### config.mk
export PLATFORM = sky130hd
export DESIGN_NAME = rv32i_itype_execute_top
export DESIGN_NICKNAME = d
export VERILOG_FILES = /design/src/rtl/core/rie_pkg.sv /design/src/rtl/core/rie_decode.sv /design/src/rtl/core/rie_ops.sv /design/src/rtl/core/rie_writeback.sv /design/src/rtl/core/rv32i_itype_execute_top.sv
export SDC_FILE = /design/constraint.sdc
export NUM_CORES = 1
export LEC_CHECK = 0
export BUFFER_PORTS_ARGS = -buffer_cell sky130_fd_sc_hd__buf_2
export CORE_MARGIN = 3
export CORE_UTILIZATION = 44
export CTS_BUF_LIST = sky130_fd_sc_hd__clkbuf_4
export DETAILED_ROUTE_END_ITERATION = 6
export PLACE_DENSITY = 0.6
export SLEW_MARGIN = 20
export SYNTH_ARGS = -nofsm -noshare
export SYNTH_HDL_FRONTEND = slang
export SYNTH_SLANG_ARGS = --single-unit
export TNS_END_PERCENT = 20
### constraint.sdc
create_clock -name clk -period 3.6 [get_ports clk]
set_input_delay 0.72 -clock clk [delete_from_list [all_inputs] [get_ports clk]]
set_output_delay 0.72 -clock clk [all_outputs]
set_load 0.01 [all_outputs]
### src/rtl/core/rie_pkg.sv
package rie_pkg;

  // I-type operation codes; code 15 is unused and acts as a no-op
  typedef enum logic [3:0] {
    ACT_ADDI  = 4'd0,
    ACT_SLTI  = 4'd1,
    ACT_SLTIU = 4'd2,
    ACT_XORI  = 4'd3,
    ACT_ORI   = 4'd4,
    ACT_ANDI  = 4'd5,
    ACT_SLLI  = 4'd6,
    ACT_SRLI  = 4'd7,
    ACT_SRAI  = 4'd8,
    ACT_LB    = 4'd9,
    ACT_LH    = 4'd10,
    ACT_LW    = 4'd11,
    ACT_LBU   = 4'd12,
    ACT_LHU   = 4'd13,
    ACT_JALR  = 4'd14
  } action_t;

  localparam logic [31:0] PC_STEP = 32'd4;

  typedef struct packed {
    logic [3:0]  action;
    logic [31:0] rs1_value;
    logic [11:0] immediate;
    logic [31:0] pc;
    logic [31:0] load_data;
    logic [4:0]  dest_index;
  } request_t;

  typedef struct packed {
    logic [31:0] write_value;
    logic        write_enable;
    logic [4:0]  write_index;
    logic [31:0] mem_address;
    logic [31:0] next_pc;
    logic        misaligned;
  } result_t;

  // after decode: adders done, immediate widened
  typedef struct packed {
    logic        valid;
    action_t     action;
    logic [31:0] src;
    logic [31:0] imm;
    logic [31:0] addr;
    logic [31:0] link;
    logic [31:0] load_data;
    logic [4:0]  dest;
  } dec_t;

  // after the operation units: candidate values, final select pending
  typedef struct packed {
    logic        valid;
    action_t     action;
    logic        lt_signed;
    logic        lt_unsigned;
    logic [31:0] logic_val;
    logic [31:0] shift_val;
    logic [31:0] load_val;
    logic [31:0] addr;
    logic [31:0] link;
    logic [31:0] target;
    logic [4:0]  dest;
  } ops_t;

endpackage

### src/rtl/core/rie_decode.sv
module rie_decode import rie_pkg::*; (
  input  logic     clk,
  input  logic     rst,
  input  logic     req_valid,
  input  request_t req,
  output dec_t     dec
);

  logic [31:0] imm_ext;

  assign imm_ext = {{20{req.immediate[11]}}, req.immediate};

  always_ff @(posedge clk) begin
    if (rst) begin
      dec.valid <= 1'b0;
    end else begin
      dec.valid <= req_valid;
    end
    dec.action    <= action_t'(req.action);
    dec.src       <= req.rs1_value;
    dec.imm       <= imm_ext;
    dec.addr      <= req.rs1_value + imm_ext;
    dec.link      <= req.pc + PC_STEP;
    dec.load_data <= req.load_data;
    dec.dest      <= req.dest_index;
  end

endmodule

### src/rtl/core/rie_ops.sv
module rie_ops import rie_pkg::*; (
  input  logic clk,
  input  logic rst,
  input  dec_t dec,
  output ops_t ops
);

  logic [4:0]  shamt;
  logic [31:0] shift_val;
  logic [31:0] logic_val;
  logic [31:0] load_val;

  assign shamt = dec.imm[4:0];

  always_comb begin
    unique case (dec.action)
      ACT_SLLI: shift_val = dec.src << shamt;
      ACT_SRAI: shift_val = 32'($signed(dec.src) >>> shamt);
      default:  shift_val = dec.src >> shamt;
    endcase
  end

  always_comb begin
    unique case (dec.action)
      ACT_XORI: logic_val = dec.src ^ dec.imm;
      ACT_ORI:  logic_val = dec.src | dec.imm;
      default:  logic_val = dec.src & dec.imm;
    endcase
  end

  // loads take the low byte or halfword of the load word; the effective address does not pick the lane
  always_comb begin
    unique case (dec.action)
      ACT_LB:  load_val = {{24{dec.load_data[7]}}, dec.load_data[7:0]};
      ACT_LH:  load_val = {{16{dec.load_data[15]}}, dec.load_data[15:0]};
      ACT_LBU: load_val = {24'd0, dec.load_data[7:0]};
      ACT_LHU: load_val = {16'd0, dec.load_data[15:0]};
      default: load_val = dec.load_data;
    endcase
  end

  always_ff @(posedge clk) begin
    if (rst) begin
      ops.valid <= 1'b0;
    end else begin
      ops.valid <= dec.valid;
    end
    ops.action      <= dec.action;
    ops.lt_signed   <= $signed(dec.src) < $signed(dec.imm);
    ops.lt_unsigned <= dec.src < dec.imm;
    ops.logic_val   <= logic_val;
    ops.shift_val   <= shift_val;
    ops.load_val    <= load_val;
    ops.addr        <= dec.addr;
    ops.link        <= dec.link;
    ops.target      <= {dec.addr[31:1], 1'b0};
    ops.dest        <= dec.dest;
  end

endmodule

### src/rtl/core/rie_writeback.sv
module rie_writeback import rie_pkg::*; (
  input  logic    clk,
  input  logic    rst,
  input  ops_t    ops,
  output logic    done,
  output result_t result
);

  result_t res_next;

  always_comb begin
    res_next.write_value  = 32'd0;
    res_next.write_enable = 1'b1;
    res_next.write_index  = ops.dest;
    res_next.mem_address  = ops.addr;
    res_next.next_pc      = ops.link;
    res_next.misaligned   = 1'b0;
    unique case (ops.action)
      ACT_ADDI:  res_next.write_value = ops.addr;
      ACT_SLTI:  res_next.write_value = {31'd0, ops.lt_signed};
      ACT_SLTIU: res_next.write_value = {31'd0, ops.lt_unsigned};
      ACT_XORI, ACT_ORI, ACT_ANDI:
        res_next.write_value = ops.logic_val;
      ACT_SLLI, ACT_SRLI, ACT_SRAI:
        res_next.write_value = ops.shift_val;
      ACT_LB, ACT_LH, ACT_LW, ACT_LBU, ACT_LHU:
        res_next.write_value = ops.load_val;
      ACT_JALR: begin
        res_next.mem_address  = ops.target;
        res_next.next_pc      = ops.target;
        res_next.misaligned   = ops.target[1];
        res_next.write_enable = ~ops.target[1];
        res_next.write_value  = ops.target[1] ? 32'd0 : ops.link;
      end
      default: begin
        res_next.write_enable = 1'b0;
      end
    endcase
  end

  always_ff @(posedge clk) begin
    if (rst) begin
      done <= 1'b0;
    end else begin
      done <= ops.valid;
    end
    result <= res_next;
  end

endmodule

### src/rtl/core/rv32i_itype_execute_top.sv
// RV32I I-type execute unit. Takes one request per clock (start); its result
// passes the decode, operation and output registers, with done high for one
// cycle. The receiver cannot stall it: busy is always low, the unit sustains
// one request per cycle. Stages: decode (immediate sign extension, address
// and pc+4 adders), operation units (compares, logic, shifts, load
// extraction, jump target), and result select into the output register. A
// misaligned JALR target raises misaligned, clears write_enable and zeroes
// write_value; next_pc still carries the target. Action code 15 is a no-op.
module rv32i_itype_execute_top import rie_pkg::*; (
  input  logic     clk,
  input  logic     rst,
  input  logic     start,
  output logic     busy,
  input  request_t request,
  output logic     done,
  output result_t  result
);

  dec_t dec;
  ops_t ops;
  logic req_valid;

  // pipeline never holds, so a request is always taken
  assign busy      = 1'b0;
  assign req_valid = start & ~busy;

  // stage 1: decode and adders
  rie_decode u_decode (
    .clk       (clk),
    .rst       (rst),
    .req_valid (req_valid),
    .req       (request),
    .dec       (dec)
  );

  // stage 2: per-operation units
  rie_ops u_ops (
    .clk (clk),
    .rst (rst),
    .dec (dec),
    .ops (ops)
  );

  // stage 3: result select and output register
  rie_writeback u_writeback (
    .clk    (clk),
    .rst    (rst),
    .ops    (ops),
    .done   (done),
    .result (result)
  );

endmodule

Word level (Yosys, flattened, before mapping). Index checks and enable logic that the tools add are counted.

Input bits: 120. Memories: 0. Latch bits: 0. Output and inout bits: 105. RAM bits: 0. Logic and storage cells: 73. Bits in read-only memories: 0. Flip-flop bits (word level): 457.

Multipliers: 0. Shift-type cells: 3. Add/subtract/negate cells: 2. Mux-type cells: 7. Divide/modulo/power cells: 0. Eq/ne operators: 22. Bitwise logic cells: 4. $lt $le $gt $ge: 2. Reductions and logical operators: 5.

Operators by type and width (number): 32-bit case mux with 7 select lines (1); 32-bit case mux with 2 select lines (2); 32-bit case mux with 4 select lines (1); 65-bit two-way mux (1); 4-bit equality test (second input constant) (12); 32-bit by 3-bit adder with 32-bit output (second input constant) (1); 32-bit adder (1); 32-bit AND (1); 32-bit by 12-bit less-than comparator with 1-bit output (1); 32-bit less-than comparator (1); 32-bit two-way mux (1); 32-bit OR (1); 32-bit by 5-bit left shift with 32-bit output (1); 32-bit by 5-bit >> shifter with 32-bit output (1); 32-bit by 5-bit >>> shifter with 32-bit output (1); 32-bit bitwise XOR (1); 4-bit by 3-bit equality test with 1-bit output (second input constant) (6); 14-bit OR reduction (1); 4-bit by 2-bit equality test with 1-bit output (second input constant) (3); 3-bit OR reduction (2); 5-bit OR reduction (1); 4-bit by 1-bit equality test with 1-bit output (second input constant) (1); 4-bit zero test (1); 1-bit case mux with 2 select lines (1); 1-bit NOT (1).

Longest topological paths before layout.
Word-level depth: 3. Gate-level depth with buffers: 12. Gate-level depth less buffers: 9.

By module. A second synthesis with hierarchy kept.

Cells, all modules: 2102. Area total of the unflattened synthesis: 20254.4 sq um.

By module, submodules not included: rie_ops (sequential area each 3443.3 sq um, cells each 1045, instances 1, area an instance 10131.0 sq um); rie_decode (sequential area each 3002.9 sq um, cells each 499, instances 1, area an instance 5449.0 sq um); rie_writeback (sequential area each 2082.0 sq um, cells each 556, instances 1, area an instance 4663.2 sq um); rv32i_itype_execute_top (sequential area each 0.0 sq um, cells each 2, instances 1, area an instance 11.3 sq um).

Worst setup path after synthesis. No wires, ideal clock.

Path type: register to register. Start point: register, netlist name u_decode.dec[112]. End point: register, netlist name u_ops.ops[198]. Buffers on the path: 0. Clock period less this slack: 2939 ps. Slack: 661 ps. Data required time: 3476 ps. Stages on the path, launching flop included: 8. Library setup time: 124 ps. Arrival: 2815 ps. Cells stage by stage: dfxtp_1 -> inv_1 -> ha_1 -> nor4_1 -> o21ai_0 -> and4b_1 -> o211ai_1 -> nand3_1.

Longest elaborated chain between the ends: 1.

RTL lines: 32-bit by 12-bit less-than comparator with 1-bit output (RTL line rie_ops.sv:49) `ops.lt_signed <= $signed(dec.src) < $signed(dec.imm);`.

Every way passes these cells. A chain may end at the register's enable or synchronous reset.

Final worst setup path.
Start point: input request[69] in the netlist's numbering. End point: register, netlist name u_decode.dec[93].

Longest elaborated chain between the ends: 1.

RTL lines: from (decl) (RTL line rv32i_itype_execute_top.sv:14) `input request_t request,`; 32-bit adder (RTL line rie_decode.sv:22) `dec.addr <= req.rs1_value + imm_ext;`.

Every way passes these cells.

==> results.cfg <==
[run_status]
outcome = finished clean

[final_layout]
layout.cells.most_common = dfxtp_1
area_growth_pct = 19.2
layout_common_cells = 424 x dfxtp_1, 223 x buf_2, 161 x nor2_1, 153 x clkbuf_4, 129 x ha_1
layout.cells.non_filler = 2641
fin_util = 0.538
layout-drive-gt1-share = 0.256
fin_nets = 2273
design_area_sq_um = 21700

[floorplanning]
die_h_um = 209
start_util = 0.451
boundaryPins = 225
rows = 73
die_area_sq_um = 43800
core_sq_um = 40300
die_w_um = 209

[yosys]
syn_avg_cell_area_sq_um = 10.5
syn_inst = 1728
synth_nets = 1978
seq_area_frac_synth = 0.469
yosys.area.top_type = dfxtp_1
synth.distinct_cells = 72
synthFlopType = dfxtp_1
synth_area_sq_um = 18200
yosysWarnings = 0
async_reset_ff_frac = 0
synth_edf_count = 0
ys_ff_latch = 426
synth_area_leaders = dfxtp_1 47%, ha_1 8.9%, mux4_2 7.1%
synth_top_area_share = 0.469

[detailed_routing]
firstDrtPassIters = 5
dr_total_vias = 14800
routed_wl_um = 59900
top_layer_used = met5
final_antenna_net_count = 0
dr_wl_met3_um = 5860
drc = 0
drt-wirelength-per-cell_um = 22.7
drt-met1-wl_um = 26000
vias_per_cell = 5.59
drt-initial-drc-count = 1505
wl_met2_um = 26100

[sta]
fin_skew_ns = 0.0758
setup_viol = 0
fmax_mhz = 340
slew_violations = 0
post-route-min-period_ns = 2.94
setup_tns_ns = 0
rsz0062_at_grt = no
worst_pin_slew_ns = 0.983
hold_violations = 0
slew_headroom = 0.344
period_share = 0.816

[global_route]
grt.overflow.total = 0
track_usage = 0.266
grt_first_pass_wirelength_um = 88900
grt_pass1_vias = 14400
antenna_found_initial = 8
grt_max_degree = 46

[worst_setup_path]
crit_path_start_kind = input pin
end_kind = register
worstPathRequired_ns = 4.30
critPathMaxFanout = 6
crit_type = input pin to register
critPathArrivalTime_ns = 3.64

[placed_design]
dp.cells = 2387
dp_hpwl_um = 44100
place_congestion = 0.978
io_buffer_count = 223
placed_area_sq_um = 19700

[clock_network]
cts_made_buffers = 105
clk_pin_slew_ns = 0.06
clk_latency_ns = 0.82
tritoncts = yes
cts_num_sinks = 426
clk_path_buf_depth = 3
cts_max_level = 3
ctsResizeCount = 0
cts_root_buffer = clkbuf_4

[hold_path]
hp-class = input pin to register

[job]
maxCapViolCount = 0

[power_and_ir_drop]
power.leakage_uw = 0.00985
ir_drop_v = 0.000242
total_power_uw = 11400
power.density_nw_per_um2 = 528
-- power breakdown --
part	total, uW	switching, uW	internal [uW]
Clock	4050	1930	2120
Combinational	1800	1040	763
Sequential	5590	348	5250
Total	11400	3320	8130
-- final cells by class --
class,instances,area (sq um)
Antenna cell,4,10.0
Multi-Input combinational cell,1107,8880
Fill cell,3606,18600
Inverter,67,251
Clock buffer,153,1150
Sequential cell,426,8530
Timing Repair Buffer,316,1950
Tap cell,525,657
Clock inverter,43,241
-- Yosys cell counts, types with 22 or more instances --
library cell  count
mux4_2           57
a21o_1           40
xor2_1           22
mux2_2           34
a222oi_1         32
xnor2_1          35
mux2i_1          33
ha_1            129
nand2_1         114
clkbuf_1         97
dfxtp_1         426
a21oi_1          89
a221o_1          32
o21ai_0          51
nor2_1          165
inv_1            64
a22oi_1          34
nand3_1          26
-- repair_timing --
action / CTS / global route
setup buffers: 0 / 0
endpoints found under the hold margin: 54 / 0
hold buffers: 54 / 0
-- flip-flops by register name, indices dropped and copies added, names as in the netlist --
register / cells
u_ops.ops: 172
u_decode.dec: 150
u_writeback.result: 103
u_writeback.done: 1
-- metrics by stage --
stage,worst slack [ns],hold WS [ns]
after floorplan,0.661,0.310
after global placement,0.448,0.310
after detailed placement,0.460,0.312
after CTS,0.757,0.00483
after global routing,0.568,0.0149
final,0.663,0.0848
-- kinds of logic (layout without fill, tap and decap cells) --
group	Yosys count	in the layout	synth area share
DFF	426	426	0.469
and+or+nand+nor	413	413	0.103
AOI/OAI and AO/OA	374	374	0.144
buffers and inverters	195	579	0.0445
muxes	132	132	0.121
adders and majority gates	130	130	0.0899
xor gates and xnor gates	57	57	0.0275
other	1	5	0.000206
-- path summary, 6_finish.rpt --
path | to | start | cells after the start | slack, ns
setup / recovery | u_decode.dec[93]$_DFF_P_ | request[69] | 11 | 0.66
hold / removal | u_decode.dec[137]$_DFF_P_ | request[85] | 1 | 0.08
setup reg to reg | u_ops.ops[149]$_DFF_P_ | u_decode.dec[101]$_DFF_P_ | 7 | 0.85
hold reg to reg | u_ops.ops[67]$_DFF_P_ | u_decode.dec[67]$_DFF_P_ | 0 | 0.31
-- routing by layer --
metal	vias up	track usage
li1	6886	-
met1	7051	0.363
met2	710	0.399
met3	102	0.0865
met4	6	0.0940
met5	-	0
-- worst max-delay path, cell delays in order --
cell and delay, ns:
dlygate4sd3_1 0.53, buf_2 0.13, ha_1 0.22, fa_1 0.50, a21oi_1 0.27, o22ai_1 0.20, o21ba_2 0.28, o31ai_4 0.28
o21bai_2 0.16, a31oi_1 0.23, xnor2_1 0.13
No activity file was read; power rests on OpenSTA's default activity.
